==> src/sv/ahdlc_pkg.sv <==
`timescale 1ns / 1ps
`default_nettype none
// ----------------------------------------------------------------------------
// ahdlc_pkg
// Shared constants, the item type and the crc-16 byte fold for the async
// hdlc frame encoder.
// ----------------------------------------------------------------------------
package ahdlc_pkg;

  localparam logic [15:0] CrcSeed  = 16'hFFFF;
  localparam logic [15:0] CrcPoly  = 16'h8408;
  localparam logic [7:0]  FlagByte = 8'h7E;
  localparam logic [7:0]  EscByte  = 8'h7D;
  localparam logic [7:0]  EscXor   = 8'h20;

  // one accepted byte with the frame check sequence already worked out
  typedef struct packed {
    logic [7:0]  data;
    logic        last;
    logic [15:0] fcs;
  } item_t;

  // reflected crc-16, one byte, lsb first
  function automatic logic [15:0] crc_fold(input logic [15:0] crc, input logic [7:0] b);
    logic [15:0] c;
    c = crc ^ {8'h00, b};
    for (int k = 0; k < 8; k++) begin
      if (c[0]) begin
        c = (c >> 1) ^ CrcPoly;
      end else begin
        c = c >> 1;
      end
    end
    return c;
  endfunction

  function automatic logic needs_escape(input logic [7:0] b);
    return (b == FlagByte) || (b == EscByte);
  endfunction

endpackage
`default_nettype wire

==> src/sv/async_hdlc_frame_encoder_crc16.sv <==
`timescale 1ns / 1ps
`default_nettype none
// ----------------------------------------------------------------------------
// async_hdlc_frame_encoder_crc16
// Async hdlc framer: escapes payload bytes, appends the x.25 crc-16 and the
// closing flag.
// ----------------------------------------------------------------------------
// usage
//   input channel: one payload byte per transaction on data_byte_i, with
//   last_byte_i set on the final byte of a frame. output channel: one framed
//   byte per transaction on out_byte_o, end_of_frame_o set on the closing 0x7e.
//   the crc is folded at input acceptance; a holding stage then walks the
//   item's bytes out one per cycle, unless stalled, into the output register.
//   the first output byte passes the holding stage, then the output register.
//   throughput: one output byte per cycle while not stalled; an escaped byte
//   goes out as two bytes; a last byte adds crc low, crc high and the flag.
//   the next input is taken in the cycle the previous item's final byte
//   leaves the holding stage; plain bytes stream at one per cycle unstalled.
//   reset empties both stages and loads the crc seed 0xffff.
//   a stall on the output holds the output register and the holding stage;
//   stall_o then rises once the holding stage is occupied.
// ----------------------------------------------------------------------------
module async_hdlc_frame_encoder_crc16 (
  input  wire        clk_i,
  input  wire        rst_ni,
  input  wire        valid_i,
  output logic       stall_o,
  input  wire  [7:0] data_byte_i,
  input  wire        last_byte_i,
  output logic       valid_o,
  input  wire        stall_i,
  output logic [7:0] out_byte_o,
  output logic       end_of_frame_o
);

  logic [15:0]      crc_q;
  logic [15:0]      crc_next;
  logic             ready;
  logic             accept;
  ahdlc_pkg::item_t item;

  assign stall_o  = !ready;
  assign accept   = valid_i && ready;
  assign crc_next = ahdlc_pkg::crc_fold(crc_q, data_byte_i);

  always_comb begin
    item.data = data_byte_i;
    item.last = last_byte_i;
    item.fcs  = ~crc_next;
  end

  always_ff @(posedge clk_i or negedge rst_ni) begin
    if (!rst_ni) begin
      crc_q <= ahdlc_pkg::CrcSeed;
    end else if (accept) begin
      crc_q <= last_byte_i ? ahdlc_pkg::CrcSeed : crc_next;
    end
  end

  ahdlc_emitter u_emitter (
    .clk_i          (clk_i),
    .rst_ni         (rst_ni),
    .load_i         (accept),
    .item_i         (item),
    .ready_o        (ready),
    .out_byte_o     (out_byte_o),
    .end_of_frame_o (end_of_frame_o),
    .valid_o        (valid_o),
    .stall_i        (stall_i)
  );

endmodule
`default_nettype wire

==> src/sv/ahdlc_emitter.sv <==
`timescale 1ns / 1ps
`default_nettype none
// ----------------------------------------------------------------------------
// ahdlc_emitter
// Holds an item, walks it out one byte per cycle unless stalled, to an output
// register: payload, on a last byte crc low, high (escaped as needed), flag.
// ----------------------------------------------------------------------------
module ahdlc_emitter (
  input  wire                   clk_i,
  input  wire                   rst_ni,
  input  wire                   load_i,
  input  wire ahdlc_pkg::item_t item_i,
  output logic                  ready_o,
  output logic [7:0]            out_byte_o,
  output logic                  end_of_frame_o,
  output logic                  valid_o,
  input  wire                   stall_i
);

  typedef enum logic [2:0] {
    PH_DATA,
    PH_DATA_X,
    PH_LO,
    PH_LO_X,
    PH_HI,
    PH_HI_X,
    PH_FLAG
  } phase_e;

  phase_e           phase_q, phase_d;
  logic             hold_valid_q;
  ahdlc_pkg::item_t item_q;
  logic [7:0]       out_byte_q;
  logic             out_eof_q;
  logic             out_valid_q;

  logic       out_free;
  logic       emit;
  logic       final_byte;
  logic [7:0] emit_byte;
  logic       emit_eof;
  logic [7:0] fcs_lo;
  logic [7:0] fcs_hi;

  assign fcs_lo   = item_q.fcs[7:0];
  assign fcs_hi   = item_q.fcs[15:8];
  assign out_free = !out_valid_q || !stall_i;
  assign emit     = hold_valid_q && out_free;

  always_comb begin
    emit_byte  = item_q.data;
    emit_eof   = 1'b0;
    final_byte = 1'b0;
    phase_d    = phase_q;
    case (phase_q)
      PH_DATA: begin
        if (ahdlc_pkg::needs_escape(item_q.data)) begin
          emit_byte = ahdlc_pkg::EscByte;
          phase_d   = PH_DATA_X;
        end else begin
          emit_byte  = item_q.data;
          final_byte = !item_q.last;
          phase_d    = PH_LO;
        end
      end
      PH_DATA_X: begin
        emit_byte  = item_q.data ^ ahdlc_pkg::EscXor;
        final_byte = !item_q.last;
        phase_d    = PH_LO;
      end
      PH_LO: begin
        if (ahdlc_pkg::needs_escape(fcs_lo)) begin
          emit_byte = ahdlc_pkg::EscByte;
          phase_d   = PH_LO_X;
        end else begin
          emit_byte = fcs_lo;
          phase_d   = PH_HI;
        end
      end
      PH_LO_X: begin
        emit_byte = fcs_lo ^ ahdlc_pkg::EscXor;
        phase_d   = PH_HI;
      end
      PH_HI: begin
        if (ahdlc_pkg::needs_escape(fcs_hi)) begin
          emit_byte = ahdlc_pkg::EscByte;
          phase_d   = PH_HI_X;
        end else begin
          emit_byte = fcs_hi;
          phase_d   = PH_FLAG;
        end
      end
      PH_HI_X: begin
        emit_byte = fcs_hi ^ ahdlc_pkg::EscXor;
        phase_d   = PH_FLAG;
      end
      PH_FLAG: begin
        emit_byte  = ahdlc_pkg::FlagByte;
        emit_eof   = 1'b1;
        final_byte = 1'b1;
        phase_d    = PH_DATA;
      end
      default: begin
        phase_d = PH_DATA;
      end
    endcase
  end

  // the holder frees up in the same cycle its last byte moves out
  assign ready_o = !hold_valid_q || (emit && final_byte);

  always_ff @(posedge clk_i or negedge rst_ni) begin
    if (!rst_ni) begin
      phase_q      <= PH_DATA;
      hold_valid_q <= 1'b0;
      out_valid_q  <= 1'b0;
    end else begin
      if (out_free) begin
        out_valid_q <= emit;
      end
      if (emit) begin
        out_byte_q <= emit_byte;
        out_eof_q  <= emit_eof;
      end
      if (load_i) begin
        item_q       <= item_i;
        hold_valid_q <= 1'b1;
        phase_q      <= PH_DATA;
      end else if (emit) begin
        if (final_byte) begin
          hold_valid_q <= 1'b0;
          phase_q      <= PH_DATA;
        end else begin
          phase_q <= phase_d;
        end
      end
    end
  end

  assign out_byte_o     = out_byte_q;
  assign end_of_frame_o = out_eof_q;
  assign valid_o        = out_valid_q;

endmodule
`default_nettype wire

==> config.mk <==
export PLATFORM = sky130hd
export DESIGN_NAME = async_hdlc_frame_encoder_crc16
export DESIGN_NICKNAME = d
export VERILOG_FILES = /design/src/sv/ahdlc_pkg.sv /design/src/sv/async_hdlc_frame_encoder_crc16.sv /design/src/sv/ahdlc_emitter.sv
export SDC_FILE = /design/constraint.sdc
export NUM_CORES = 1
export LEC_CHECK = 0
export BUFFER_PORTS_ARGS = -buffer_cell sky130_fd_sc_hd__clkbuf_2
export CAP_MARGIN = 10
export CORE_MARGIN = 1.5
export CORE_UTILIZATION = 54
export DETAILED_ROUTE_END_ITERATION = 12
export GPL_TIMING_DRIVEN = 0
export PLACE_DENSITY = 0.76
export SLEW_MARGIN = 20
export SYNTH_ARGS = -nofsm -noshare
export SYNTH_HDL_FRONTEND = slang
export SYNTH_SLANG_ARGS = --single-unit
==> constraint.sdc <==
create_clock -name clk_i -period 2.51 [get_ports clk_i]
set_input_delay 0.1255 -clock clk_i [delete_from_list [all_inputs] [get_ports clk_i]]
set_output_delay 0.1255 -clock clk_i [all_outputs]
set_load 0.005 [all_outputs]
# ---- Word-level counts from Yosys, hierarchy flattened
# Index checks and enable logic that the tools add are counted.
dict set report op_classes {
  shift 0
  n_eq_ne 12
  n_lt_le_gt_ge 0
  addsub 0
  n_reduce_logical 19
  mul 0
  div_mod_pow 0
  n_bitwise 13
  mux 26
}
# op count
set ops {}
lappend ops {{$mux 16} 9}
lappend ops {{$pmux 8 s7} 1}
lappend ops {{$eq 8x7->1 const B} 6}
lappend ops {{$mux 8} 3}
lappend ops {{$not 2->3} 8}
lappend ops {{$pmux 3 s6} 1}
lappend ops {{$not 16->16} 1}
lappend ops {{$xor 16x8->16} 1}
lappend ops {{$mux 3} 4}
lappend ops {{$eq 3x3->1 const B} 3}
lappend ops {{$eq 3x2->1 const B} 2}
lappend ops {{$reduce_and 2->1} 3}
lappend ops {{$logic_not 1->1} 5}
lappend ops {{$logic_or 1x1->1} 5}
lappend ops {{$mux 1} 5}
lappend ops {{$mux 2} 2}
lappend ops {{$reduce_bool 2->1} 2}
lappend ops {{$eq 3x1->1 const B} 1}
lappend ops {{$logic_and 1x1->1} 3}
lappend ops {{$logic_not 3->1} 1}
lappend ops {{$not 1->1} 3}
lappend ops {{$pmux 1 s3} 1}
dict set report totals {
  input_bits 13
  mem_bits_ro 0
  regBits 55
  output_inout_bits 11
  latch_bits 0
  elab_cells 79
  ram_bits 0
  n_memories 0
}

# ---- Longest topological paths before layout
dict set report depth {
  depth_word 18
  mapped_depth 6
  ltp_nobuf 5
}

# ---- By module
# From an unflattened synthesis, not the netlist that was laid out.
dict set report hier_totals {
  cells_unflattened 206
  area_unflattened_um2 2781.4
}
# module n_inst cells_per_inst seq_area_each_um2 area_per_inst_um2
set by_module_without_submodules {}
lappend by_module_without_submodules {ahdlc_emitter 1 126 1146.1 1769.2}
lappend by_module_without_submodules {async_hdlc_frame_encoder_crc16 1 80 420.4 1012.2}

# ---- Least setup slack after synthesis
# OpenSTA, ideal clock, no wires.
dict set report synth_timing {
  kind {reg2reg}
  start {reg u_emitter.item_q[18] (netlist bit)}
  end {reg u_emitter.item_q (netlist bit u_emitter.fcs_hi[0]) (enable)}
  t_required_ps 2126
  path_buffers 1
  arrival_ps 2003
  slack_ps 123
  stages_incl_launch_ff 6
  setup_ps 384
  period_less_slack_ps 2387
  cell_sequence {edfxtp_1 > xnor2_1 > o31ai_4 > a31oi_4 > buf_6 > and2_1}
}
dict set report synth_via {
  elab_chain_cells 8
  word_cells_on_any_way 9
  classes_between {eq/ne: 2; mux: 2; reduce/logical: 5}
}
# element line
set synth_rtl {}
lappend synth_rtl {{start, declared} ahdlc_emitter.sv:32} ;# ahdlc_pkg::item_t item_q;
lappend synth_rtl {{start signal, assigned} ahdlc_emitter.sv:126} ;# item_q <= item_i;
lappend synth_rtl {{$eq 8x7->1} ahdlc_pkg.sv:38} ;# return (b == FlagByte) || (b == EscByte);
lappend synth_rtl {{$logic_or 1x1->1 *} ahdlc_pkg.sv:38}
lappend synth_rtl {{$mux 1 *} ahdlc_emitter.sv:57} ;# if (ahdlc_pkg::needs_escape(item_q.data)) begin
lappend synth_rtl {{$pmux 1 s3 *} ahdlc_emitter.sv:55} ;# case (phase_q)
lappend synth_rtl {{$logic_and 1x1->1 *} ahdlc_emitter.sv:110} ;# assign ready_o = !hold_valid_q || (emit && final_byte);
lappend synth_rtl {{$logic_or 1x1->1 *} ahdlc_emitter.sv:110}
lappend synth_rtl {{$logic_and 1x1->1 *} async_hdlc_frame_encoder_crc16.sv:43} ;# assign accept = valid_i && ready;
lappend synth_rtl {{$reduce_and 2->1 (no source line) *} -}
# Every way passes the cells marked *; elsewhere a longest branch is shown, timed or not.
# A chain may end at the register's enable or synchronous reset.

# ---- Worst setup path in the final report
dict set report layout_timing {
  start {reg u_emitter.item_q[18] (netlist bit)}
  end {reg u_emitter.item_q (netlist bit u_emitter.fcs_hi[6]) (enable)}
}
# Same word-level chain as after synthesis.

==> run_results.csv <==
group,metric,value,unit
run_status,status,"finished clean",
yosys,ys.flop_type,"edfxtp_1",
critical_path,crit_path_start_kind,"flop",
layout,syn_to_final_growth,10.42,%
critical_path,slowest_delay,0.50,ns
hold_path,worstHoldStart,"data_byte_i[4]",
cts,cts.sinks,55,
timing,setup_violations,0,
timing,fin_crit,2.304,ns
yosys,synth-async-reset-ratio,38.18,%
layout,drive_gt1_share,26.85,%
critical_path,cp_max_fo,25,
yosys,ys_ff_latch,55,
timing,max_slew_margin,59.74,%
floorplan,fp.dieH,76.53,um
timing,timing.hold.ws,0.01576,ns
yosys,syn-cell-area,2919,um2
global_route,overflow,0,
drt,first_iter_violations,181,
timing,final_max_slew_viol_count,0,
critical_path,path_delay_family,"compound AO/OA/AOI/OAI gates",
critical_path,crit_buf_inv,1,
layout,fillers,405,
floorplan,die_x,76.53,um
layout,design_area,3223,um2
drt,dr_wl_met2,2.606,mm
place,io_buffers,23,
floorplan,die-area,5856,um2
yosys,ys_top_cells_by_area,"edfxtp_1 (35%), dfstp_2 (14%), xnor3_1 (6.2%), dfrtp_1 (4.3%), xnor2_1 (4.2%)",
cts,cts_buffers,5,
drt,remaining_drc_errors,0,
critical_path,cp.required,2.49,ns
yosys,ys_seq_area_share,53.66,%
drt,viasPerCell,5.563,
timing,rsz0062_at_grt,"false",
layout,nets,269,
place,place_congestion,0.9187,
global_route,grt_max_degree,26,
global_route,grt_pass1_wl,9.025,mm
floorplan,rows,26,
drt,wl_met1,2.391,mm
critical_path,crit_path_end_kind,"flop",
cts,htree_levels,2,
layout,antennaDiodeCount,0,
floorplan,start_util,56.43,%
floorplan,io_pins,24,
timing,fin_crit_sh,91.78,%
timing,worst_pin_slew,0.6040,ns
place,place_area,3122,um2
cts,cts_setup_buffers,0,
global_route,grt_pass1_vias,1829,
cts,cts_tree,"built",
timing,worst_slack,0.2063,ns
timing,skew,0.006263,ns
hold_path,hold_path_class,"input port to flop",
power,ir_drop,0.5485,mV
yosys,synth_most_common_cell,"edfxtp_1",
critical_path,worstReg2RegStart,"u_emitter.item_q[18]",
power,power.density,1098,nW/um2
drt,ant_nets,0,
global_route,grtUsageTotal,20.02,%
critical_path,criticalPathCategory,"flop to flop",
cts,clk-insertion-delay-late,0.31,ns
drt,top_layer,"met4",
critical_path,slowest_stage,"edfxtp_1",
run,max_cap_violations,0,
timing,fmax,434.1,MHz
yosys,syn_area_per_cell,12.97,um2
place,dp_hpwl,3.836,mm
yosys,synthTopCellsByCount,"edfxtp_1 (34), dfstp_2 (16), inv_1 (16)",
critical_path,cp-startpoint,"u_emitter.item_q[18]",
drt,wl_met3,203,um
yosys,synth_top_area_share,34.98,%
cts,clockBufferDepth,2,
yosys,synth_edf_count,34,
drt,wl_per_cell,16.23,um
critical_path,critPathArrivalTime,2.28,ns
power,p_leak,0.001298,uW
drt,firstDrtPassIters,4,
yosys,syn_nets,238,
yosys,synth_cell_types,50,
cts,clk_pin_slew,0.09,ns
layout,finish.utilization,62.31,%
drt,vias,1819,
power,finalPower,3540,uW
global_route,grt_antenna_before_repair,0,
yosys,yosys.area.top_type,"edfxtp_1",
critical_path,path_cells,"xnor2_2, o31ai_4, a31oi_4, buf_6, and2_4",
place,pre_cts_ws,-0.4631,ns
yosys,yosys_warnings,0,
yosys,syn_inst,225,
timing,hold_viol,0,
cts,root_buffer,"clkbuf_8",
floorplan,core_area,5172,um2
drt,detail_route.wirelength,5.308,mm
final timing paths:
check	endpoint	slack, ns	depth (start not counted)
worst max-delay path	u_emitter.fcs_hi[6]	0.21	5
worst min-delay path	u_emitter.item_q[21]	0.02	1
worst max register to register	u_emitter.fcs_hi[6]	0.21	5
worst min register to register	crc_q[8]	0.48	2
max in group asynchronous	crc_q[2]	1.77	2
min in group asynchronous	u_emitter.hold_valid_q	0.35	2
layout by cell type, fill, tap and decap left out, drive strengths merged, types with 4 or more instances in the layout:
cell	Yosys	routed
mux2i	10	10
inv	16	16
nand2	11	11
o31ai	4	4
clkbuf	5	35
nor2	12	12
nand2b	14	14
buf	5	5
dfstp	16	16
o221ai	4	4
dfrtp	5	5
edfxtp	34	34
o21ai	10	10
mux2	10	10
xnor2	17	17
nand3	6	6
xnor3	8	8
nor4	4	4
flip-flops by register name, summed over array words and instances (netlist names):
name and flops:
u_emitter.out_byte_o 8, u_emitter.phase_q 3, crc_q 16, u_emitter.fcs_lo 8, u_emitter.item_q 9, u_emitter.end_of_frame_o 1
u_emitter.fcs_hi 8, u_emitter.valid_o 1, u_emitter.hold_valid_q 1
area by class of cell:
type | instances | area [um2] | area share, %
multi-input combinational | 144 | 1252 | 38.86
timing repair buffer | 24 | 125.1 | 3.882
clock inverter | 1 | 5.005 | 0.1553
clock buffer | 7 | 76.32 | 2.368
tap | 70 | 87.58 | 2.717
buffer | 10 | 50.05 | 1.553
sequential | 55 | 1567 | 48.60
inverter | 16 | 60.06 | 1.863
layer usage:
metal,GRT usage [%],vias up
met5,0,-
met4,7.037,0
met3,3.952,11
met2,33.21,47
met1,26.32,885
li1,-,876
per-stage QoR:
step,TNS (ns),cells
after CTS,0,327
final,0,327
after detailed placement,-11.55,318
after global placement,-10.70,318
after floorplan,0,225
after global routing,0,327
cell families after synthesis:
group | synth area share [%]
mux | 7.672
flops | 53.66
compound gates | 9.130
buf+inv | 3.772
xor+xnor | 13.76
simple gates | 12.00
worst reg2reg max path, stage by stage (launching register included):
cell,delay (ns)
edfxtp_1,0.50
xnor2_2,0.32
o31ai_4,0.10
a31oi_4,0.41
buf_6,0.25
and2_4,0.38
repair_timing:
action,CTS,global route
pin swaps,0,0
gates cloned,0,0
gates resized for setup,2,1
endpoints found under the setup margin,25,12
hold buffers,1,0
hold endpoints to repair,5,0
where the power goes:
| part | internal [uW] | switching [uW] |
|---|---|---|
| sequential | 1380 | 142 |
| clock | 197 | 277 |
| combinational | 791 | 749 |
| total | 2370 | 1170 |
Power figures use the tool's default switching activity.
